<file path="src/fss_pkg.sv">
// ----------------------------------------------------------------------------
// Free slot fit search package
// Shared widths, codes and the search token that travels along the cell row.
// ----------------------------------------------------------------------------
package fss_pkg;

  localparam int unsigned SLOT_COUNT_DEF = 64;
  localparam int unsigned SLOT_W         = 6;
  localparam int unsigned SIZE_W         = 8;
  localparam int unsigned POLICY_W       = 3;

  // Policy register codes.
  localparam logic [POLICY_W-1:0] POL_EXACT       = 3'd0;
  localparam logic [POLICY_W-1:0] POL_BEST        = 3'd1;
  localparam logic [POLICY_W-1:0] POL_FIRST       = 3'd2;
  localparam logic [POLICY_W-1:0] POL_EXACT_BEST  = 3'd3;
  localparam logic [POLICY_W-1:0] POL_EXACT_FIRST = 3'd4;

  // Item modes.
  localparam logic MODE_WRITE  = 1'b0;
  localparam logic MODE_LOOKUP = 1'b1;

  typedef enum logic {
    ST_IDLE,
    ST_SEARCH
  } st_e;

  // Running candidates of one lookup as it passes through the cells.
  typedef struct packed {
    logic [SIZE_W-1:0] req;
    logic              exact_hit;
    logic [SLOT_W-1:0] exact_idx;
    logic [SIZE_W-1:0] exact_size;
    logic              best_hit;
    logic [SLOT_W-1:0] best_idx;
    logic [SIZE_W-1:0] best_size;
    logic              first_hit;
    logic [SLOT_W-1:0] first_idx;
    logic [SIZE_W-1:0] first_size;
  } token_t;

endpackage

</file>
<file path="src/fss_cell.sv">
// ----------------------------------------------------------------------------
// Free slot fit search cell
// Holds one slot and folds it into the search token passing by.
// ----------------------------------------------------------------------------
module fss_cell import fss_pkg::*; #(
  parameter int unsigned INDEX = 0
) (
  input  logic              clk_i,
  input  logic              rst_ni,
  input  logic              wr_en_i,
  input  logic [SIZE_W-1:0] wr_size_i,
  input  logic              wr_valid_i,
  input  logic              tok_vld_i,
  input  token_t            tok_i,
  output logic              tok_vld_o,
  output token_t            tok_o
);

  localparam logic [SLOT_W-1:0] MY_IDX = SLOT_W'(INDEX);

  logic [SIZE_W-1:0] size_q;
  logic              valid_q;
  logic              tok_vld_q;
  token_t            tok_q, tok_d;
  logic              hit_eq, hit_ge;

  always_ff @(posedge clk_i) begin
    if (wr_en_i) begin
      size_q <= wr_size_i;
    end
  end

  always_ff @(posedge clk_i or negedge rst_ni) begin
    if (!rst_ni) begin
      valid_q   <= 1'b0;
      tok_vld_q <= 1'b0;
    end else begin
      if (wr_en_i) begin
        valid_q <= wr_valid_i;
      end
      tok_vld_q <= tok_vld_i;
    end
  end

  assign hit_eq = valid_q && (size_q == tok_i.req);
  assign hit_ge = valid_q && (size_q >= tok_i.req);

  always_comb begin
    tok_d = tok_i;
    if (!tok_i.exact_hit && hit_eq) begin
      tok_d.exact_hit  = 1'b1;
      tok_d.exact_idx  = MY_IDX;
      tok_d.exact_size = size_q;
    end
    if (!tok_i.first_hit && hit_ge) begin
      tok_d.first_hit  = 1'b1;
      tok_d.first_idx  = MY_IDX;
      tok_d.first_size = size_q;
    end
    // Strictly smaller wins, so the lower index is kept on ties.
    if (hit_ge && (!tok_i.best_hit || (size_q < tok_i.best_size))) begin
      tok_d.best_hit  = 1'b1;
      tok_d.best_idx  = MY_IDX;
      tok_d.best_size = size_q;
    end
  end

  always_ff @(posedge clk_i) begin
    tok_q <= tok_d;
  end

  assign tok_vld_o = tok_vld_q;
  assign tok_o     = tok_q;

endmodule
</file>
<file path="config.mk">
export PLATFORM = sky130hd
export DESIGN_NAME = fss_cell
export DESIGN_NICKNAME = d
export VERILOG_FILES = /design/src/fss_pkg.sv /design/src/fss_cell.sv
export SDC_FILE = /design/constraint.sdc
export NUM_CORES = 1
export LEC_CHECK = 0
export ABC_AREA = 1
export BUFFER_PORTS_ARGS = -buffer_cell sky130_fd_sc_hd__clkbuf_2
export CAP_MARGIN = 15
export CORE_UTILIZATION = 45
export CTS_CLUSTER_DIAMETER = 150
export DETAILED_ROUTE_END_ITERATION = 7
export GPL_TIMING_DRIVEN = 0
export PLACE_DENSITY = 0.79
export REMOVE_ABC_BUFFERS = 1
export SETUP_SLACK_MARGIN = 0.5
export SLEW_MARGIN = 30
export SYNTH_ARGS = -nofsm -noshare
export SYNTH_HDL_FRONTEND = slang
export SYNTH_SLANG_ARGS = --single-unit
</file>
<file path="constraint.sdc">
create_clock -name clk_i -period 1.9 [get_ports clk_i]
set_input_delay 0.095 -clock clk_i [delete_from_list [all_inputs] [get_ports clk_i]]
set_output_delay 0.095 -clock clk_i [all_outputs]
set_load 0.01 [all_outputs]
</file>
* After elaboration in Yosys (flattened, before gate mapping)
Cells that the tools add are included.
Storage, ports and cells: flip-flop bits (word level) 63, bits in latches 0, memory bits (writable) 0, ROM bits 0, bits of input ports 66, logic and storage cells 28, memories 0
Operators by class: add/sub/neg operators 0, $mul 0, div/mod/pow operators 0, magnitude comparators 2, equality and inequality tests 1, shift operators 0, muxes and demuxes 3, bitwise logic cells 0, reduce and logical (&&, ||, !) cells 9
Operators by type and width (count):
- two-way mux 8 bit | 3
- == test 8 bit | 1
- >= comparator 8 bit | 1
- < comparator 8 bit | 1
- logical AND 1 bit | 5
- logical NOT 1 bit | 3
- logical OR 1 bit | 1

* Logic depth before layout (Yosys ltp)
Gate-level depths: netlist of the first run.
depth in word-level cells 4, depth in mapped cells 15, mapped depth without buffers 14

* Worst setup path before layout of the first run
Ideal clock, no wire load.
path kind reg-to-reg, start point reg size_q[7], end point reg tok_q (netlist bit tok_o[35]), arrival 1.527 ns, data required time 1.779 ns, slack 0.252 ns, stages on the path, launching flop included 7, clock period less this slack 1.648 ns, path through edfxtp_1 ha_1 nand2_2 nor2_4 nand4_4 buf_6 mux2_4
RTL lines:
- from (decl) | line fss_cell.sv:21 | logic [SIZE_W-1:0] size_q;
- from (signal assigned) | line fss_cell.sv:29 | size_q <= wr_size_i;
- to (signal assigned) | line fss_cell.sv:69 | tok_q <= tok_d;
- to (decl) | line fss_cell.sv:24 | token_t tok_q, tok_d;

==> results of run 1 <==
sequential cells by signal, summed over array words and instances (netlist names):
register   count
valid_q        1
tok_o         53
tok_vld_o      1
size_q         8
metal layers:
| layer | part of all wire | GRT usage | vias up |
|---|---|---|---|
| li1 | - | - | 1202 |
| met1 | 0.31 | 0.275 | 1284 |
| met2 | 0.54 | 0.595 | 226 |
| met3 | 0.090 | 0.0786 | 63 |
| met4 | 0.060 | 0.189 | 0 |
| met5 | 0 | 0 | - |
synth_stat cells, drive strengths merged:
cell type	count
a21oi	4
nor3	1
dfrtp	2
edfxtp	8
a21o	1
mux2	7
nor2	6
ha	15
inv	36
or2	1
dfxtp	53
clkinv	1
nand3	17
a21boi	6
nand4	1
o21ai	2
buf	5
nand2	75
placed cells by master (no fill, tap or decap), types with 2 or more instances in the layout:
| cell | netlist | final |
|---|---|---|
| clkbuf_8 | 0 | 14 |
| a21oi_2 | 0 | 2 |
| buf_6 | 4 | 13 |
| nand2_4 | 2 | 8 |
| nand2_2 | 4 | 19 |
| nand2_1 | 69 | 45 |
| a21boi_1 | 2 | 3 |
| a21oi_1 | 4 | 2 |
| nand3_1 | 16 | 7 |
| nand2_8 | 0 | 5 |
| ha_4 | 0 | 13 |
| nand3_4 | 0 | 2 |
| edfxtp_1 | 8 | 8 |
| dfxtp_1 | 53 | 53 |
| mux2_4 | 2 | 2 |
| a21boi_2 | 0 | 3 |
| nand3_2 | 1 | 8 |
| nor2_1 | 4 | 3 |
| nor2_2 | 1 | 2 |
| mux2_2 | 5 | 5 |
| o21ai_0 | 2 | 2 |
| ha_1 | 15 | 2 |
| clkbuf_2 | 0 | 119 |
| inv_1 | 35 | 34 |
| buf_4 | 1 | 17 |
| dfrtp_1 | 2 | 2 |
| dlygate4sd3_1 | 0 | 63 |
critical path, stage by stage (launching register included):
cell,delay (ns)
edfxtp_1,0.47
buf_6,0.17
ha_4,0.21
a21oi_2,0.13
nor2_1,0.07
nor3_2,0.19
nand2_2,0.12
nand2_8,0.13
nand2_8,0.09
nand2_1,0.10
nand2_1,0.10
through the flow:
step	utilization	power (W)
3_3_place_gp	0.612	0.00196
3_5_place_dp	0.612	0.00198
2_1_floorplan	-	0.00176
5_1_grt	0.935	0.00385
6_report	0.935	0.00373
4_1_cts	0.863	0.00347
layout make-up:
cell class | count | area [µm²]
Tap cell | 67 | 83.8
Fill cell | 153 | 317
Clock buffer | 14 | 193
Inverter | 37 | 141
Clock inverter | 2 | 35.0
Multi-Input combinational cell | 138 | 1240
Timing Repair Buffer | 213 | 1520
Sequential cell | 63 | 1350
path summary, 6_finish.rpt:
check / end / cells past startpoint / slack, ns
setup / recovery: tok_o[22]$_DFF_P_ / 10 / 0.006
hold reg to reg: tok_o[15]$_DFF_P_ / 3 / 0.65
max in group asynchronous: tok_vld_o$_DFF_PN0_ / 2 / 1.73
min in group clk_i: size_q[5]$_DFFE_PP_ / 1 / 0.16
setup reg to reg: tok_o[22]$_DFF_P_ / 10 / 0.006
hold / removal: valid_q$_DFFE_PN0P_ / 2 / 0.07
logic make-up after synthesis:
kind of cell / Yosys count / synth area share
compound gates: 13 / 0.0350
mux: 7 / 0.0366
fa+ha+maj: 15 / 0.0795
flops: 63 / 0.572
simple gates: 101 / 0.196
buf+inv: 42 / 0.0811
where the power goes:
part           leakage, nW  switching [W]  total (W)  internal, W
Combinational         1.65       0.000455   0.000886     0.000431
Clock                0.119       0.000545    0.00133     0.000784
Sequential           0.549      0.0000542    0.00151      0.00146
what timing repair did:
action	4_1_cts	5_1_grt
endpoints found under the setup margin	44	45
cloned	2	0
hold buffers	62	1
pin swaps	3	24
hold endpoints to repair	63	1
gates resized for setup	33	55
setup buffers	28	3
==> flow_summary.ini, run 1 <==
[synth]
ys_seq_elements = 63
ys_seq_area_frac = 0.572
synth_cells = 241
synth_largest_area_cell = dfxtp_1
yosys.area.top_type_share = 0.449
synth_warnings = 0
synth_area_um2 = 2360
synth_area_leaders = dfxtp_1 (45%), nand2_1 (11%), edfxtp_1 (10%)
ys_types = 27
syn_area_per_cell_um2 = 9.80

[clocking]
path_clk_slew_ns = 0.07
cts_tree = built
htreeDepth = 3
numCtsBuffers = 9
clockRootBuffer = clkbuf_8
cts.sinks = 63
insertion_delay_ns = 0.34
cts_buffer_depth = 2

[place]
hpwl_um = 3790
dpl_worst_slack_ns = -0.172
placed_cells = 422
placed_cell_area_um2 = 2990
gp_congestion = 0.814
port_buffers = 119

[critical_path]
worstSetupStartpointType = flip-flop
crit_arrival_ns = 2.12
worstPathMaxFanout = 8
end_kind = flip-flop
required_ns = 2.12
r2r_start = size_q[5]$_DFFE_PP_
critPathLaunch = size_q[5]$_DFFE_PP_
path_class = reg2reg

[die]
dieArea_um2 = 5540
fp-row-count = 25
die_h_um = 74.4
io_pins = 120
die_x_um = 74.4
start_util = 0.484
core-area_um2 = 4880

[sta]
setup_viol = 0
tightest_slew_ns = 0.653
timing_hold_violations_final = 0
finClkSkew_ns = 0.00915
timing.hold.ws_ns = 0.0740
period_share = 0.997
fin_tns_setup_ns = 0
slew_headroom = 0.562
period_needed_ns = 1.89
max_freq_ghz = 0.528
layout_setup_ws_ns = 0.00629
rsz0062_at_grt = true
drv_slew = 0

[drt]
routed_via_density = 5.20
wl_per_cell_um = 19.4
drtAntennaViolNets = 0
firstDrtPassIters = 5
drt-total-wl_um = 10300
vias = 2775
drc = 0
drt_iter0_drc = 203

[grt]
track_usage = 0.304
grt_max_degree = 13
grt-ovfl-total = 0
grt_pass1_vias = 2661
antenna_found_initial = 0
grt_pass1_wl_um = 12000

[cells_and_area]
syn_to_final_growth_pct = 93.3
layout-drive-gt1-share = 0.516
stdcell_count = 534
finalInstanceArea_um2 = 4560
final_nets = 543
antenna_cells = 0

[status]
status = finished, final reports clean

[min_path]
hp-class = in2async

[run]
drv_cap = 0

[power_and_ir_drop]
irDropWorstVdd_mv = 0.556
p_leak_nw = 2.32
power_density_nw_per_um2 = 817
Note: power is estimated with default switching activity, not from simulation.
==> run 2, diff against run 1 <==
Settings changed: ABC_AREA 1 to 0, CORE_UTILIZATION 45 to 44.
==> run 2 against run 1 <==
The flow now finishes with violations (setup timing); sequential cell count is the same; non-clock buffer count decreased by 12; sequential power about the same; sequential share of layout area up 3.2 points; combinational power decreased by 21%; first-iteration DRC count down 34%; fmax down 12%; core utilization fell by 8.0 points.
==> flow_summary.ini, run 2 <==
[status]
status = complete, but fails checks
violations = setup timing

[grt]
antenna_found_initial = 0
grt_pass1_wl_um = 10900
track_usage = 0.285
grt_pass1_vias = 2253
grt_max_degree = 12
grt-ovfl-total = 0

[clocking]
htreeDepth = 3
clockRootBuffer = clkbuf_8
insertion_delay_ns = 0.34
cts_tree = built
cts_buffer_depth = 2
cts.sinks = 63
numCtsBuffers = 9
path_clk_slew_ns = 0.08

[synth]
ys_seq_elements = 63
ys_seq_area_frac = 0.602
synth_area_um2 = 2250
ys_types = 30
syn_area_per_cell_um2 = 12.8
ys.flop_type = dfxtp_1
synth-async-reset-ratio = 0.0317
synth_common_cells = dfxtp_1 (53), mux2_2 (20), inv_1 (16)
synth_area_leaders = dfxtp_1 (47%), edfxtp_1 (11%), mux2_2 (10%)
synth_cells = 175
yosysMostFrequentCell = dfxtp_1
synth_warnings = 0
yosys.area.top_type_share = 0.472
synth_largest_area_cell = dfxtp_1
synth-edff-count = 8

[critical_path]
worstPathMaxFanout = 5
end_kind = flip-flop
worstSetupStartpointType = flip-flop
path_class = reg2reg
crit_arrival_ns = 2.36
required_ns = 2.12
worstRegToRegCells = 6

[cells_and_area]
layout_common_cells = clkbuf_2 (119), dlygate4sd3_1 (60), dfxtp_1 (53)
layout-drive-gt1-share = 0.544
largest_register_ff_count = 53
final_common_cell = clkbuf_2
stdcell_count = 457
final_nets = 466
post-route-util = 0.855
antenna_cells = 0
syn_to_final_growth_pct = 83.3

[place]
gp_congestion = 0.714
placed_cells = 358
dpl_worst_slack_ns = -0.514
hpwl_um = 3650
port_buffers = 119

[sta]
slew_headroom = 0.692
period_needed_ns = 2.14
timing_hold_violations_final = 0
max_freq_ghz = 0.467
period_share = 1.13
setup_viol = 42
finClkSkew_ns = 0.0121
layout_setup_ws_ns = -0.242
tightest_slew_ns = 0.460
rsz0062_at_grt = true
drv_slew = 0

[die]
dieArea_um2 = 5390
die_x_um = 73.4
core-area_um2 = 4820
start_util = 0.466
fp-row-count = 25
io_pins = 120
die_h_um = 73.4

[min_path]
hp-class = in2reg
worst_hold_path.num_cells = 2

[drt]
routed_via_density = 4.95
firstDrtPassIters = 4
drt-total-wl_um = 8570
drtAntennaViolNets = 0
wl_per_cell_um = 18.7
drt_iter0_drc = 134
drc = 0
vias = 2261

[run]
drv_cap = 0

[power_and_ir_drop]
p_leak_nw = 2.06
power_density_nw_per_um2 = 807
total_power_w = 0.00332
irDropWorstVdd_mv = 0.523
## run 2: metal layers
metal | share of wire | vias up | GRT usage
met5 | 0 | - | 0
met3 | 0.072 | 36 | 0.0645
met2 | 0.54 | 129 | 0.532
li1 | - | 1018 | -
met4 | 0.043 | 0 | 0.154
met1 | 0.34 | 1078 | 0.293
## run 2: cell type report
type                            count  area, µm²
Clock inverter                      5       27.5
Inverter                           16       60.1
Timing Repair Buffer              201       1410
Fill cell                         254        699
Clock buffer                       11        163
Sequential cell                    63       1350
Multi-Input combinational cell     94       1020
Tap cell                           67       83.8
## run 2: final timing paths
| check | end | from | slack [ns] |
|---|---|---|---|
| max | tok_o[6]$_DFF_P_ | size_q[4]$_DFFE_PP_ | -0.24 |
| min | tok_o[21]$_DFF_P_ | tok_i[21] | 0.03 |
| max reg2reg | tok_o[6]$_DFF_P_ | size_q[4]$_DFFE_PP_ | -0.24 |
| min reg2reg | valid_q$_DFFE_PN0P_ | valid_q$_DFFE_PN0P_ | 0.64 |
| max in group asynchronous | tok_vld_o$_DFF_PN0_ | rst_ni | 1.72 |
| min in group asynchronous | valid_q$_DFFE_PN0P_ | rst_ni | 0.08 |
## run 2: cell families (layout without fill, tap and decap cells)
kind of cell / Yosys count / after routing / synth area share
multiplexers: 24 / 24 / 0.127
AND/OR/NAND/NOR: 38 / 38 / 0.104
flip-flops: 63 / 63 / 0.602
buffers and inverters: 19 / 233 / 0.0373
AO/OA/AOI/OAI: 16 / 17 / 0.0468
adder cells (fa/ha/maj): 15 / 15 / 0.0836
## run 2: metrics by stage
step / TNS [ns] / hold slack, ns / area [µm²]
after floorplan: -5.15 / -0.201 / 2220
after global placement: -19.54 / -0.117 / 2900
after detailed placement: -15.38 / -0.115 / 2910
after CTS: -5.07 / 0.00342 / 3990
after global routing: -10.16 / 0.0110 / 4120
final: -7.57 / 0.0304 / 4120
## run 2: critical path, cell delays in order, from the launching register on
cell and delay (ns):
edfxtp_1 0.45, ha_1 0.30, and4_4 0.23, or3b_4 0.43
nand2b_4 0.13, o21ai_4 0.12, mux2_4 0.35
## run 2: power breakdown
part	internal, W	leakage (nW)	total (W)	switching (W)
Combinational	0.000400	1.41	0.000702	0.000302
Clock	0.000583	0.105	0.00112	0.000536
Sequential	0.00146	0.549	0.00150	0.0000448
Total	0.00244	2.06	0.00332	0.000883
## run 2: what timing repair did
item / 4_1_cts / 5_1_grt
hold buffers: 60 / 0
pin swaps: 11 / 15
setup buffers: 17 / 5
endpoints found under the hold margin: 61 / 0
setup endpoints to repair: 45 / 45
gates resized for setup: 33 / 19
gates cloned: 1 / 0
==> run 3, diff against run 2 <==
Settings changed: CORE_UTILIZATION 44 to 46, CTS_BUF_LIST set to sky130_fd_sc_hd__clkbuf_8, PLACE_DENSITY 0.79 to 0.82.
==> run 3 against run 2 <==
The run ends with hold timing, setup timing left; via count is 2.4% higher; core utilization is 2.6 points higher; critical endpoint is now tok_o[35]$_DFF_P_; sequential power hardly changed; register-to-register slack worse by 0.09 ns; highest routed layer unchanged; largest power group is now clock.
==> flow_summary.ini, run 3 (same netlist as run 2, synthesis figures left out) <==
[clocking]
cts_buffer_depth = 2
cts.sinks = 63
numCtsBuffers = 9
clockRootBuffer = clkbuf_8
htreeDepth = 3
cts_tree = built
path_clk_slew_ns = 0.07
insertion_delay_ns = 0.35

[power_and_ir_drop]
p_switching_w = 0.000923
seq_power_share = 0.398
total_power_w = 0.00378
sw_frac_of_total = 0.244
combPwrFrac = 0.192
clockPowerShare = 0.410
p_leak_nw = 2.07
irDropWorstVdd_mv = 1.05
power_density_nw_per_um2 = 909
power.internal_w = 0.00286

[die]
dieArea_um2 = 5170
start_util = 0.475
die_h_um = 71.9
fp-row-count = 25
io_pins = 120
die_x_um = 71.9
core-area_um2 = 4720

[critical_path]
end_kind = flip-flop
path_class = reg2reg
worstSetupStartpointType = flip-flop
worstPathMaxFanout = 10
crit_arrival_ns = 2.46
required_ns = 2.13

[sta]
layout_setup_ws_ns = -0.328
period_share = 1.17
tightest_slew_ns = 0.474
fin_tns_setup_ns = -9.90
finClkSkew_ns = 0.0143
drv_slew = 0
max_freq_ghz = 0.449
rsz0062_at_grt = true
timing.hold.ws_ns = -0.00257
slew_headroom = 0.683
period_needed_ns = 2.23
timing_hold_violations_final = 1
setup_viol = 42

[status]
status = complete, but fails checks
violations = hold timing, setup timing

[drt]
wl_per_cell_um = 20.6
drc = 0
drt-total-wl_um = 9250
vias = 2316
routed_via_density = 5.15
drtAntennaViolNets = 0
firstDrtPassIters = 4
drt_iter0_drc = 141

[cells_and_area]
antenna_cells = 0
final_nets = 459
layout-drive-gt1-share = 0.546
syn_to_final_growth_pct = 85.2
post-route-util = 0.881
final_common_cell = clkbuf_2
largest_register_ff_count = 53
finalInstanceArea_um2 = 4160
layout_common_cells = clkbuf_2 (119), dlygate4sd3_1 (57), dfxtp_1 (53)

[run]
drv_cap = 0

[min_path]
hp-class = in2reg

[grt]
grt_pass1_vias = 2268
grt-ovfl-total = 0
grt_pass1_wl_um = 11100
track_usage = 0.295
grt_max_degree = 12
antenna_found_initial = 0

[place]
hpwl_um = 3660
placed_cell_area_um2 = 2910
dpl_worst_slack_ns = -0.511
gp_congestion = 0.728
port_buffers = 119
==> run 3: cell type report <==
class | count | area [µm²]
sequential | 63 | 1350
tap | 67 | 83.8
inverter | 16 | 60.1
clock buffer | 9 | 124
fill | 185 | 564
multi-input combinational | 94 | 1040
timing repair buffer | 194 | 1370
clock inverter | 7 | 135
==> run 3: metrics by stage <==
stage               hold slack (ns)  cells
global placement             -0.119    358
floorplan                    -0.201    172
CTS                        0.000647    446
global route                -0.0125    450
finish                     -0.00257    450
detailed placement           -0.117    358
==> run 3: worst paths after layout <==
kind,start,slack [ns],end,cells past startpoint
max reg2reg,size_q[5]$_DFFE_PP_,-0.33,tok_o[35]$_DFF_P_,6
max in group asynchronous,rst_ni,1.73,valid_q$_DFFE_PN0P_,2
min reg2reg,size_q[0]$_DFFE_PP_,0.63,tok_o[30]$_DFF_P_,2
min in group asynchronous,rst_ni,0.07,tok_vld_o$_DFF_PN0_,2
min,tok_i[2],-0.003,tok_o[2]$_DFF_P_,2
max,size_q[5]$_DFFE_PP_,-0.33,tok_o[35]$_DFF_P_,6
==> run 3: timing repair <==
| action | 4_1_cts | 5_1_grt |
|---|---|---|
| hold endpoints to repair | 58 | 0 |
| pin swaps | 13 | 12 |
| endpoints found under the setup margin | 45 | 45 |
| resized for setup | 29 | 24 |
| setup buffers | 14 | 3 |
| gates cloned | 1 | 1 |
| hold buffers | 57 | 0 |
==> run 3: routing by layer <==
layer  up-vias  routed length (µm)  track usage
met5         -                   0            0
li1       1002                   -            -
met2       173                4630        0.534
met3        44                 738       0.0858
met1      1097                3430        0.301
met4         0                 458        0.174
==> run 3: critical path, cell delays in order, from the launching register on <==
cell	delay [ns]
edfxtp_1	0.48
ha_4	0.31
and4_4	0.24
or3b_4	0.43
nor2_4	0.16
buf_12	0.15
mux2_2	0.35
==> run 3: power by group through the flow <==
stage | Clock [W] | Sequential, W | Combinational [W]
floorplan | 0 | 0.00157 | 0.000156
global placement | 0 | 0.00153 | 0.000385
detailed placement | 0 | 0.00153 | 0.000396
CTS | 0.00152 | 0.00149 | 0.000590
global route | 0.00162 | 0.00151 | 0.000758
finish | 0.00155 | 0.00150 | 0.000727
